## src/hdl/gls_pkg.sv

```systemverilog
`timescale 1ns / 1ps

package gls_pkg;

	// Fixed field widths of the stream items
	localparam int IDX_W       = 10;
	localparam int FIELD_VAL_W = 32;
	localparam int S_TDATA_W   = 96;
	localparam int M_TDATA_W   = 16;

	// Defaults of the top-level parameters
	localparam int DEF_TABLE_DEPTH = 1024;
	localparam int DEF_VALUE_WIDTH = 32;

	// Request kinds carried on s_tuser
	localparam logic ACT_LOAD  = 1'b0;
	localparam logic ACT_QUERY = 1'b1;

	typedef struct packed {
		logic [IDX_W-1:0]       start_index;
		logic [IDX_W-1:0]       upper_index;
		logic [FIELD_VAL_W-1:0] query_value;
	} gls_query_t;

	typedef enum logic [2:0] {
		ST_IDLE,
		ST_GALLOP,
		ST_BSTART,
		ST_BINARY,
		ST_FINISH
	} gls_state_t;

endpackage

```

## src/hdl/gls_seq.sv

```systemverilog
`timescale 1ns / 1ps

module gls_seq #(
	parameter int TABLE_DEPTH = 1024,
	parameter int VALUE_WIDTH = 32
) (
	input  logic                           clk,
	input  logic                           arst_n,
	input  logic                           req_valid,
	output logic                           req_ready,
	input  gls_pkg::gls_query_t            req,
	output logic                           rd_en,
	output logic [$clog2(TABLE_DEPTH)-1:0] rd_addr,
	input  logic [VALUE_WIDTH-1:0]         rd_data,
	output logic                           res_valid,
	input  logic                           res_ready,
	output logic [gls_pkg::IDX_W-1:0]      res_index
);

	import gls_pkg::*;

	localparam int AW = $clog2(TABLE_DEPTH);
	localparam int W  = (AW > IDX_W) ? AW : IDX_W;
	// two spare bits: probe and step may run past the upper index by up to 2x
	localparam int CW = W + 2;
	localparam logic [CW-1:0] MAX_IDX = CW'(TABLE_DEPTH - 1);

	gls_state_t state_q, state_d;

	logic [CW-1:0]          lo_q, lo_d;
	logic [CW-1:0]          hi_q, hi_d;
	logic [CW-1:0]          probe_q, probe_d;
	logic [CW-1:0]          step_q, step_d;
	logic [CW-1:0]          upper_q, upper_d;
	logic [VALUE_WIDTH-1:0] query_q, query_d;
	logic                   res_valid_q;
	logic [IDX_W-1:0]       res_index_q;
	logic                   res_load;

	logic [CW-1:0]          upper_ext, upper_sat, start_ext, first_probe;
	logic [CW-1:0]          next_probe, mid;
	logic [63:0]            query_wide;
	logic [CW-1:0]          rd_idx;

	assign upper_ext   = CW'(req.upper_index);
	assign upper_sat   = (upper_ext > MAX_IDX) ? MAX_IDX : upper_ext;
	assign start_ext   = CW'(req.start_index);
	assign first_probe = start_ext + CW'(1);
	assign query_wide  = 64'(req.query_value);
	assign next_probe  = probe_q + step_q;
	assign mid         = lo_q + ((hi_q - lo_q) >> 1);

	assign req_ready = (state_q == ST_IDLE);
	assign rd_addr   = rd_idx[AW-1:0];
	assign res_valid = res_valid_q;
	assign res_index = res_index_q;

	always_comb begin
		state_d  = state_q;
		lo_d     = lo_q;
		hi_d     = hi_q;
		probe_d  = probe_q;
		step_d   = step_q;
		upper_d  = upper_q;
		query_d  = query_q;
		rd_en    = 1'b0;
		rd_idx   = probe_q;
		res_load = 1'b0;
		unique case (state_q)
			ST_IDLE: begin
				if (req_valid) begin
					lo_d    = start_ext;
					probe_d = first_probe;
					step_d  = CW'(2);
					upper_d = upper_sat;
					query_d = query_wide[VALUE_WIDTH-1:0];
					rd_idx  = first_probe;
					// start at or past upper: nothing to probe, answer is the start
					if (first_probe <= upper_sat) begin
						rd_en   = 1'b1;
						state_d = ST_GALLOP;
					end else begin
						state_d = ST_FINISH;
					end
				end
			end
			ST_GALLOP: begin
				if (rd_data <= query_q) begin
					lo_d    = probe_q;
					probe_d = next_probe;
					step_d  = step_q << 1;
					rd_idx  = next_probe;
					if (next_probe <= upper_q) begin
						rd_en = 1'b1;
					end else begin
						hi_d    = upper_q + CW'(1);
						state_d = ST_BSTART;
					end
				end else begin
					hi_d    = probe_q;
					state_d = ST_BSTART;
				end
			end
			ST_BSTART: begin
				rd_idx = mid;
				if (lo_q < mid) begin
					rd_en   = 1'b1;
					probe_d = mid;
					state_d = ST_BINARY;
				end else begin
					state_d = ST_FINISH;
				end
			end
			ST_BINARY: begin
				if (rd_data > query_q) begin
					hi_d = probe_q;
				end else begin
					lo_d = probe_q;
				end
				state_d = ST_BSTART;
			end
			ST_FINISH: begin
				// hold until the output register is free
				if (!res_valid_q || res_ready) begin
					res_load = 1'b1;
					state_d  = ST_IDLE;
				end
			end
			default: begin
				state_d = ST_IDLE;
			end
		endcase
	end

	always_ff @(posedge clk or negedge arst_n) begin
		if (!arst_n) begin
			state_q     <= ST_IDLE;
			res_valid_q <= 1'b0;
		end else begin
			state_q <= state_d;
			if (res_load) begin
				res_valid_q <= 1'b1;
			end else if (res_ready) begin
				res_valid_q <= 1'b0;
			end
		end
	end

	always_ff @(posedge clk) begin
		lo_q    <= lo_d;
		hi_q    <= hi_d;
		probe_q <= probe_d;
		step_q  <= step_d;
		upper_q <= upper_d;
		query_q <= query_d;
		if (res_load) begin
			res_index_q <= lo_q[IDX_W-1:0];
		end
	end

endmodule

```

## config.mk

```make
export PLATFORM = sky130hd
export DESIGN_NAME = gls_seq
export DESIGN_NICKNAME = d
export VERILOG_FILES = /design/src/hdl/gls_pkg.sv /design/src/hdl/gls_seq.sv
export SDC_FILE = /design/constraint.sdc
export NUM_CORES = 1
export LEC_CHECK = 0
export BUFFER_PORTS_ARGS = -buffer_cell sky130_fd_sc_hd__buf_2
export CAP_MARGIN = 20
export CORE_MARGIN = 1.5
export CORE_UTILIZATION = 50
export CTS_CLUSTER_SIZE = 12
export DETAILED_ROUTE_END_ITERATION = 8
export PLACE_DENSITY = 0.79
export SETUP_SLACK_MARGIN = 0.05
export SLEW_MARGIN = 20
export SYNTH_ARGS = -nofsm -noshare
export SYNTH_HDL_FRONTEND = slang
export SYNTH_SLANG_ARGS = --single-unit
```

## constraint.sdc

```tcl
create_clock -name clk -period 5.3 [get_ports clk]
set_clock_uncertainty 0.2 [all_clocks]
set_input_delay 1.06 -clock clk [delete_from_list [all_inputs] [get_ports clk]]
set_output_delay 1.06 -clock clk [all_outputs]
set_load 0.01 [all_outputs]
```

==> impl_metrics.json, run 1 <==
{
  "run_status": "complete, but fails checks",
  "violations_in_the_final_reports": "setup timing",
  "synthCells": 773,
  "path_depth_of_the_worst_reg2reg_path": 23,
  "timing.final.max_slew_violations": 0,
  "num_io_pins": 111,
  "clk-insertion-delay-late_ns": 0.36,
  "floorplan.core_area_um2": 14600,
  "grt_pass1_vias": 6054,
  "critical_path_buf_inv_count": 4,
  "timing.rr.start": "lo_q[1]$_DFFE_PP_",
  "synth.cell_area_um2": 7520,
  "multi_input_area_um2": 4250,
  "drt_pre_antenna_iters": 8,
  "floorplan.die.width_um": 126,
  "timing.critical_path.max_delay_family": "compound AO/OA/AOI/OAI gates",
  "cp_data_arrival_time_ns": 4.61,
  "number_of_synthesized_register_bits": 103,
  "end_kind": "primary output",
  "ys_seq_area_share_pct": 40.8,
  "postSynthAreaPerCell_um2": 9.73,
  "worstPathCellList": "inv_2 -> ha_4 -> inv_4 -> o21bai_4 -> a31o_4 -> a211oi_4 -> nor2_1 -> nor2_1 -> xnor2_1 -> ha_1 -> or2_4 -> a21oi_4 -> a31oi_4 -> buf_6 -> xnor2_2 -> ha_1 -> o2111ai_2 -> a21o_1 -> a221o_1 -> and3_4 -> or3_4 -> buf_6",
  "io_port_bufs": 110,
  "antenna-diode-count": 0,
  "num-nets-final": 1099,
  "netlist-cell-type-count": 60,
  "wl_per_cell_um": 17.4,
  "cts_hold_repair.buffers": 0,
  "slowest_stage": "edfxtp_1",
  "yosys_warnings": 0,
  "post_route_clock_period_utilization_pct": 111,
  "clkSinkCount": 103,
  "final.setup.worst_slack_ns": -0.571,
  "crit_type": "reg -> out",
  "register_area_um2": 3070,
  "cap_violations": 0,
  "synth_edf_count": 99,
  "final.fill_count": 1161,
  "post-route-drc-count": 0,
  "dpl_worst_slack_ns": -0.241,
  "dr_total_vias": 6332,
  "cts.reportedPaths.clkPinSlew_ns": 0.07,
  "cts-root-buf": "clkbuf_16",
  "regToRegSetupSlack_ns": 0.34,
  "min_path_type": "in -> async",
  "tightest_slew_ns": 1.06,
  "timing.critical_path.slowest_cell_delay_ns": 0.45,
  "timing.max_slew.rel_slack_pct": 29.0,
  "fmax_mhz": 170,
  "cts_tree": "yes",
  "unrepaired_setup_endpoints_after_global_routing": "true",
  "track_usage_pct": 24.3,
  "postSynth.topFlopCell": "edfxtp_1",
  "tritoncts.num_buffers": 9,
  "final_hold_viol_count": 0,
  "cts_max_path_buffers": 2,
  "ctsHtreeMaxLevel": 3,
  "layout_commonest_cell": "buf_2",
  "min_period_ns": 5.87,
  "grt_antenna_before_repair": 0,
  "mostFrequentLayoutCells": "109 x buf_2, 99 x edfxtp_1, 94 x ha_1, 77 x inv_1, 74 x nand2_1",
  "rows": 44,
  "final_layout_size_suffix_gt1_share_pct": 23.5,
  "die_area_um2": 15800,
  "dp_hpwl_mm": 14.9,
  "initial_drc_count": 541,
  "floorplan.initialDensity_pct": 51.6,
  "async_reset_ff_share_pct": 3.88,
  "overall_die_height_um": 126,
  "synth.net_count": 961,
  "path_max_fanout": 3,
  "totalWireLength_mm": 19.1,
  "worst_path_required_time_ns": 4.04,
  "number_of_setup_violations_in_the_final_report": 1,
  "drtAntennaViolNets": 0,
  "r2r-end": "probe_q[8]$_DFFE_PP_",
  "category_of_the_worst_setup_path_launch_point": "flip-flop",
  "grt_first_pass_wirelength_mm": 30.2,
  "routability_congestion_estimate_from_global_placement": 0.949,
  "layout-area-overhead-vs-synth_pct": 20.0,
  "fin_util_pct": 61.9,
  "via_per_inst": 5.76,
  "grt_start_max_net_pins": 44,
  "grt_overflow": 0
}
==> sequential cells by signal, summed over array words and instances (netlist names) <==
register / cells
hi_q: 12
step_q: 11
lo_q: 12
upper_q: 10
res_valid: 1
probe_q: 12
state_q: 3
res_index: 10
query_q: 32
==> repair_timing <==
action,CTS,global route
endpoints found under the hold margin,0,0
gates resized for setup,16,21
setup buffers,5,3
setup endpoints to repair,1,13
pin swaps,21,14
==> synthesized netlist by cell type (4+ instances only) <==
cell type	n	area share, %
dfrtp_1	4	1.3
a41oi_1	5	0.58
a21o_1	9	0.90
edfxtp_1	99	40
nand4_1	14	1.2
nor2_1	65	3.2
mux2_2	5	0.75
xnor2_1	32	3.7
nor3_1	9	0.60
a211oi_1	7	0.70
mux2_1	4	0.60
o211ai_1	9	0.90
and2_1	16	1.3
o2111ai_1	4	0.47
a21oi_1	46	3.1
xor2_1	11	1.3
and3_1	6	0.50
nand2b_1	7	0.58
nand3_1	27	1.8
ha_1	97	16
inv_1	79	3.9
clkbuf_1	22	1.1
o21ai_0	31	2.1
and4_1	4	0.47
a31o_2	4	0.47
or2_2	7	0.58
o21a_1	4	0.40
a221oi_1	6	0.70
or3_1	6	0.50
nor2b_1	11	0.91
nand2_1	74	3.7
==> worst register-to-register path: cells and delay by family, from the launching register on <==
family | cells | cell delay [ns]
buffers and inverters | 6 | 0.69
and+or+nand+nor | 4 | 0.78
DFF | 1 | 0.45
AOI/OAI and AO/OA | 8 | 1.42
xor gates and xnor gates | 2 | 0.22
adders and majority gates | 3 | 0.84
==> stage by stage <==
stage	TNS (ns)	instance area (um^2)	cells	hold WS [ns]
after floorplan	0	7550	773	0.272
after global routing	-0.778	9030	1100	0.300
after CTS	-0.514	8880	1097	0.295
after detailed placement	-0.241	8490	1076	0.342
after global placement	-0.120	8490	1076	0.335
final	-0.571	9030	1100	0.306
==> metal layers <==
layer  GRT usage (%)  vias up  share of wire, %  routed length [um]
li1                -     3067                 -                   -
met1            32.7     2989                43                8220
met2            40.4      239                48                9220
met3            3.74       37               6.6                1260
met4            8.02        0               2.2                 412
met5               0        -                 0                   0
==> worst max-delay path by stage <==
stage / startpoint / cells after the start / endpoint / slack (ns)
CTS: lo_q[1]$_DFFE_PP_ / 22 / rd_en / -0.51
detailed placement: lo_q[0]$_DFFE_PP_ / 21 / rd_en / -0.24
global placement: lo_q[0]$_DFFE_PP_ / 21 / rd_en / -0.12
floorplan: lo_q[0]$_DFFE_PP_ / 20 / rd_en / 0.05
global route: lo_q[1]$_DFFE_PP_ / 22 / rd_en / -0.77
finish: lo_q[1]$_DFFE_PP_ / 22 / rd_en / -0.57
==> cells by family (layout without fill, tap and decap cells) <==
kind of cell	Yosys count	after routing	synth area share (%)
AOI/OAI and AO/OA	154	154	13.5
xor gates and xnor gates	43	43	5.00
adders and majority gates	100	100	16.9
buffers and inverters	104	247	5.32
DFF	103	103	40.8
muxes	12	12	1.75
and+or+nand+nor	257	257	16.6
==> cell type report <==
| type | count | share of cell area [%] |
|---|---|---|
| tap | 184 | 2.55 |
| multi-input combinational | 566 | 47.1 |
| timing repair buffer | 152 | 9.70 |
| sequential | 103 | 34.0 |
| clock buffer | 10 | 2.54 |
| inverter | 79 | 3.31 |
| clock inverter | 6 | 0.735 |
Power of run 1 is not shown: default switching activity piles up to over one toggle a cycle in this logic, so the estimate is an artifact.
==> inputs of run 2 (changes only) <==
- SETUP_SLACK_MARGIN: 0.05 -> 0.4
- SKIP_CTS_REPAIR_TIMING: unset -> 1
==> run 2 against run 1 <==
The flow still finishes with violations (setup timing). Register-to-register slack improved by 0.21 ns. Cell count decreased by 0.45%. Via count decreased by 0.90%. Worst hold slack got worse by 0.0028 ns. Clock-buffer cell count decreased by 1. Critical endpoint unchanged.
==> impl_metrics.json, run 2 (synthesis results as in run 1) <==
{
  "top_routing_layer_in_use": "met4",
  "floorplan.core_area_um2": 14600,
  "floorplan.die.width_um": 126,
  "min_period_ns": 5.79,
  "cp_data_arrival_time_ns": 4.53,
  "worst_path_required_time_ns": 4.04,
  "tritoncts.num_buffers": 9,
  "ctsHtreeMaxLevel": 3,
  "dr_total_vias": 6275,
  "multi_input_area_um2": 4330,
  "routability_congestion_estimate_from_global_placement": 0.939,
  "post_route_clock_period_utilization_pct": 109,
  "dpl_worst_slack_ns": -0.178,
  "wl_met2_mm": 9.05,
  "track_usage_pct": 23.9,
  "grt_antenna_before_repair": 0,
  "via_per_inst": 5.73,
  "largest-register": "query_q",
  "drt_pre_antenna_iters": 5,
  "num_io_pins": 111,
  "final.setup.worst_slack_ns": -0.486,
  "grt_start_max_net_pins": 37,
  "antenna-diode-count": 0,
  "num-nets-final": 1094,
  "cts_tree": "yes",
  "layout_commonest_cell": "buf_2",
  "category_of_the_worst_setup_path_launch_point": "flip-flop",
  "number_of_setup_violations_in_the_final_report": 1,
  "overall_die_height_um": 126,
  "mostFrequentLayoutCells": "109 x buf_2, 99 x edfxtp_1, 93 x ha_1, 77 x inv_1, 74 x nand2_1",
  "initial_drc_count": 620,
  "drtAntennaViolNets": 0,
  "cts.reportedPaths.clkPinSlew_ns": 0.07,
  "timing.final.max_slew_violations": 0,
  "min_path_type": "in -> async",
  "run_status": "complete, but fails checks",
  "layout-area-overhead-vs-synth_pct": 20.5,
  "cap_violations": 0,
  "grt_pass1_vias": 5960,
  "rows": 44,
  "final_layout_size_suffix_gt1_share_pct": 25.2,
  "final.fill_count": 1183,
  "floorplan.initialDensity_pct": 51.6,
  "cts-root-buf": "clkbuf_16",
  "path_max_fanout": 3,
  "dp_hpwl_mm": 14.7,
  "io_port_bufs": 110,
  "post-route-drc-count": 0,
  "cts_max_path_buffers": 2,
  "register_area_um2": 3070,
  "clkSinkCount": 103,
  "wl_per_cell_um": 17.3,
  "grt_overflow": 0,
  "unrepaired_setup_endpoints_after_global_routing": "true",
  "final_hold_viol_count": 0,
  "met3RoutedLength_mm": 1.36,
  "tightest_slew_ns": 1.04,
  "fmax_mhz": 173,
  "timing.max_slew.rel_slack_pct": 30.6,
  "clk-insertion-delay-late_ns": 0.36,
  "fin_tns_setup_ns": -0.486,
  "violations_in_the_final_reports": "setup timing",
  "die_area_um2": 15800,
  "wl_met1_mm": 8.00,
  "grt_first_pass_wirelength_mm": 29.6,
  "totalWireLength_mm": 18.9,
  "end_kind": "primary output",
  "crit_type": "reg -> out",
  "largest_reg_flops": 32,
  "fin_util_pct": 62.1
}
-- run 2: cell count changes in the layout (fill, tap and decap cells not counted), sizes merged --
cell and change:
buf -5, bufinv -1, clkbuf -1, clkinvlp +1, inv +1
-- run 2: cell type report --
cell class / instances / share of cell area (%)
repair buffers: 147 / 9.39
inverters: 79 / 3.27
multi-input cells: 566 / 47.7
flip-flops and latches: 103 / 33.9
clock inverters: 7 / 0.676
well taps: 184 / 2.54
clock buffers: 9 / 2.48
-- run 2: layer usage --
metal / vias to the layer above / GRT usage [%]
li1: 3051 / -
met1: 2937 / 31.1
met2: 248 / 40.0
met3: 39 / 5.31
met4: 0 / 7.49
met5: - / 0
-- run 2: per-stage QoR --
step                cell area, um^2  instances  hold slack [ns]
floorplan                      7570        773            0.272
global placement               8450       1069            0.333
detailed placement             8450       1069            0.334
CTS                            8740       1085            0.299
global route                   9060       1095            0.298
finish                         9060       1095            0.303
-- run 2: worst max-delay path, cell delays in order (launching register included) --
cell       delay (ns)
edfxtp_1         0.46
inv_2            0.11
ha_4             0.20
inv_2            0.04
o21bai_1         0.07
a31o_2           0.24
a211oi_4         0.24
nor2_1           0.07
nor2_1           0.14
xnor2_1          0.09
ha_1             0.31
or2_4            0.24
a21oi_2          0.13
a31oi_2          0.07
a21o_1           0.20
a21oi_2          0.12
xor2_1           0.21
ha_2             0.21
a2111oi_1        0.05
a221o_1          0.35
and3_4           0.18
or3_4            0.34
buf_6            0.13
-- run 2: final timing paths --
| kind | startpoint | to | slack (ns) | cells past startpoint |
|---|---|---|---|---|
| worst max-delay path | lo_q[1]$_DFFE_PP_ | rd_en | -0.49 | 22 |
| worst min-delay path | arst_n | res_valid$_DFFE_PN0P_ | 0.30 | 1 |
| worst max register to register | lo_q[1]$_DFFE_PP_ | probe_q[7]$_DFFE_PP_ | 0.55 | 23 |
| worst min register to register | res_valid$_DFFE_PN0P_ | res_valid$_DFFE_PN0P_ | 0.36 | 2 |
| max in group asynchronous | arst_n | state_q[2]$_DFFE_PN0P_ | 4.46 | 1 |
| min in group clk | res_valid$_DFFE_PN0P_ | res_valid$_DFFE_PN0P_ | 0.36 | 2 |
Power of run 2 is left out for the same reason.
==> inputs of run 3 (changes only) <==
- PLACE_DENSITY: 0.79 -> 0.72
- TNS_END_PERCENT: unset -> 1
- clock period: 5.3 -> 7.5 ns (I/O delays scaled with it)
==> run 3 against run 2 <==
The flow now finishes without violations. Highest routed layer unchanged. Clock-buffer cell count increased by 2. Non-clock buffer count decreased by 28. Setup slack improved by 1.2 ns. Register-to-register slack improved by 1.5 ns. Global-route usage decreased by 0.50 points. Wire length decreased by 3.6%.
==> impl_metrics.json, run 3 (synthesis results as in run 1) <==
{
  "die_area_um2": 15800,
  "io_port_bufs": 110,
  "num_io_pins": 111,
  "run_status": "completed",
  "mostFrequentLayoutCells": "110 x buf_2, 99 x edfxtp_1, 97 x ha_1, 79 x inv_1, 74 x nand2_1",
  "largest_reg_flops": 32,
  "clkSinkCount": 103,
  "worst_path_required_time_ns": 5.80,
  "path_depth_of_the_worst_reg2reg_path": 19,
  "tritoncts.num_buffers": 9,
  "dr_total_vias": 6097,
  "timing.rr.start": "lo_q[1]$_DFFE_PP_",
  "end_kind": "primary output",
  "cp_data_arrival_time_ns": 5.05,
  "post_route_clock_period_utilization_pct": 90.1,
  "path_max_fanout": 5,
  "timing.final.max_slew_violations": 0,
  "antenna-diode-count": 0,
  "crit_type": "reg -> out",
  "grt_first_pass_wirelength_mm": 28.9,
  "final_hold_viol_count": 0,
  "critPathLaunch": "lo_q[1]$_DFFE_PP_",
  "grt_pass1_vias": 5762,
  "min_path_type": "reg -> reg",
  "final_layout_size_suffix_gt1_share_pct": 17.6,
  "final_cell_area_um2": 8540,
  "rows": 44,
  "grt_antenna_before_repair": 0,
  "critical_path_buf_inv_count": 2,
  "totalWireLength_mm": 18.2,
  "cts-root-buf": "clkbuf_16",
  "category_of_the_worst_setup_path_launch_point": "flip-flop",
  "layout-area-overhead-vs-synth_pct": 13.5,
  "drt_pre_antenna_iters": 6,
  "unrepaired_setup_endpoints_after_global_routing": "false",
  "fmax_mhz": 148,
  "worstPathCellList": "buf_4 -> fa_1 -> nor2b_1 -> o21ai_0 -> a21boi_0 -> o21ai_0 -> a21oi_1 -> nor2_1 -> xnor2_1 -> ha_1 -> a21oi_1 -> a31oi_1 -> a21o_1 -> a21oi_1 -> xor2_1 -> ha_1 -> o21ai_0 -> a221o_1 -> and3_1 -> or3_1 -> buf_2",
  "timing.critical_path.max_delay_family": "compound AO/OA/AOI/OAI gates",
  "min_period_ns": 6.75,
  "layout_commonest_cell": "buf_2",
  "largest-register": "query_q",
  "fin_util_pct": 58.6,
  "post-route-drc-count": 0,
  "fin_tns_setup_ns": 0,
  "clk-insertion-delay-late_ns": 0.36,
  "tightest_slew_ns": 1.05,
  "grt_start_max_net_pins": 28,
  "floorplan.core_area_um2": 14600,
  "cts.reportedPaths.clkPinSlew_ns": 0.07,
  "grt_overflow": 0,
  "floorplan.die.width_um": 126,
  "timing.critical_path.slowest_cell_delay_ns": 0.46,
  "gr-max-usage-layer": "met2",
  "cp.depth": 21,
  "number_of_setup_violations_in_the_final_report": 0,
  "drtAntennaViolNets": 0,
  "placement.cell_area_um2": 8250,
  "track_usage_pct": 23.4,
  "overall_die_height_um": 126,
  "global_route.usage.met2_pct": 38.8,
  "dp_hpwl_mm": 14.5,
  "routability_congestion_estimate_from_global_placement": 0.935,
  "wl_per_cell_um": 17.1,
  "critical_path_end": "rd_en",
  "final.fill_count": 1251,
  "use_met3_pct": 3.65,
  "global_route.usage.met1_pct": 31.5,
  "ctsHtreeMaxLevel": 3,
  "via_per_inst": 5.71,
  "timing.max_slew.rel_slack_pct": 30.0,
  "floorplan.initialDensity_pct": 51.6,
  "initial_drc_count": 576,
  "regToRegSetupSlack_ns": 2.07,
  "r2r-end": "probe_q[6]$_DFFE_PP_",
  "cts_tree": "yes",
  "cts_max_path_buffers": 2,
  "slowest_stage": "edfxtp_1",
  "num-nets-final": 1066,
  "cap_violations": 0
}
## run 3: cell count changes in the layout (fill, tap and decap cells not counted), sizes merged
cell,previous run,this run
buf,147,119
clkinvlp,1,2
clkbuf,9,11
inv,83,80
## run 3: final cells by class
cell class / count / area [um^2] / share of cell area (%)
clock buffer: 11 / 233 / 2.72
clock inverter: 5 / 32.5 / 0.381
inverter: 79 / 297 / 3.47
multi-input combinational: 566 / 4060 / 47.5
sequential: 103 / 3070 / 36.0
tap: 184 / 230 / 2.70
timing repair buffer: 119 / 618 / 7.24
## run 3: worst reg2reg max path, cell delays in order (launching register included)
cell       delay, ns
edfxtp_1        0.46
buf_4           0.17
fa_1            0.45
nor2b_1         0.11
o21ai_0         0.10
a21boi_0        0.26
o21ai_0         0.15
nand2_1         0.10
xor2_1          0.16
ha_1            0.28
o21ai_0         0.15
o21bai_1        0.11
a21oi_1         0.17
xor2_1          0.24
ha_1            0.29
a21o_1          0.18
a2111oi_0       0.39
a221o_1         0.27
a21oi_1         0.14
nor2_1          0.65
## run 3: per-stage QoR
stage               hold WS [ns]  setup slack (ns)  cells
floorplan                  0.272              1.35    773
global placement           0.295              1.20   1048
detailed placement         0.324              1.12   1048
CTS                        0.339             0.706   1064
global route               0.364             0.396   1067
finish                     0.336             0.746   1067
## run 3: per-layer routing
| metal | share of wire (%) | wire length [um] |
|---|---|---|
| met3 | 6.3 | 1140 |
| met4 | 2.2 | 399 |
| met2 | 47 | 8560 |
| met5 | 0 | 0 |
| met1 | 45 | 8140 |
## run 3: how the worst min path moves through the flow
stage	cells past startpoint	end	from	slack [ns]
2_1_floorplan	0	res_index[0]$_DFFE_PP_	lo_q[0]$_DFFE_PP_	0.27
3_3_place_gp	0	res_index[0]$_DFFE_PP_	lo_q[0]$_DFFE_PP_	0.30
3_5_place_dp	0	res_index[0]$_DFFE_PP_	lo_q[0]$_DFFE_PP_	0.32
4_1_cts	0	res_index[0]$_DFFE_PP_	lo_q[0]$_DFFE_PP_	0.34
5_1_grt	0	res_index[0]$_DFFE_PP_	lo_q[0]$_DFFE_PP_	0.36
6_report	0	res_index[0]$_DFFE_PP_	lo_q[0]$_DFFE_PP_	0.34
Power of run 3 is left out for the same reason.
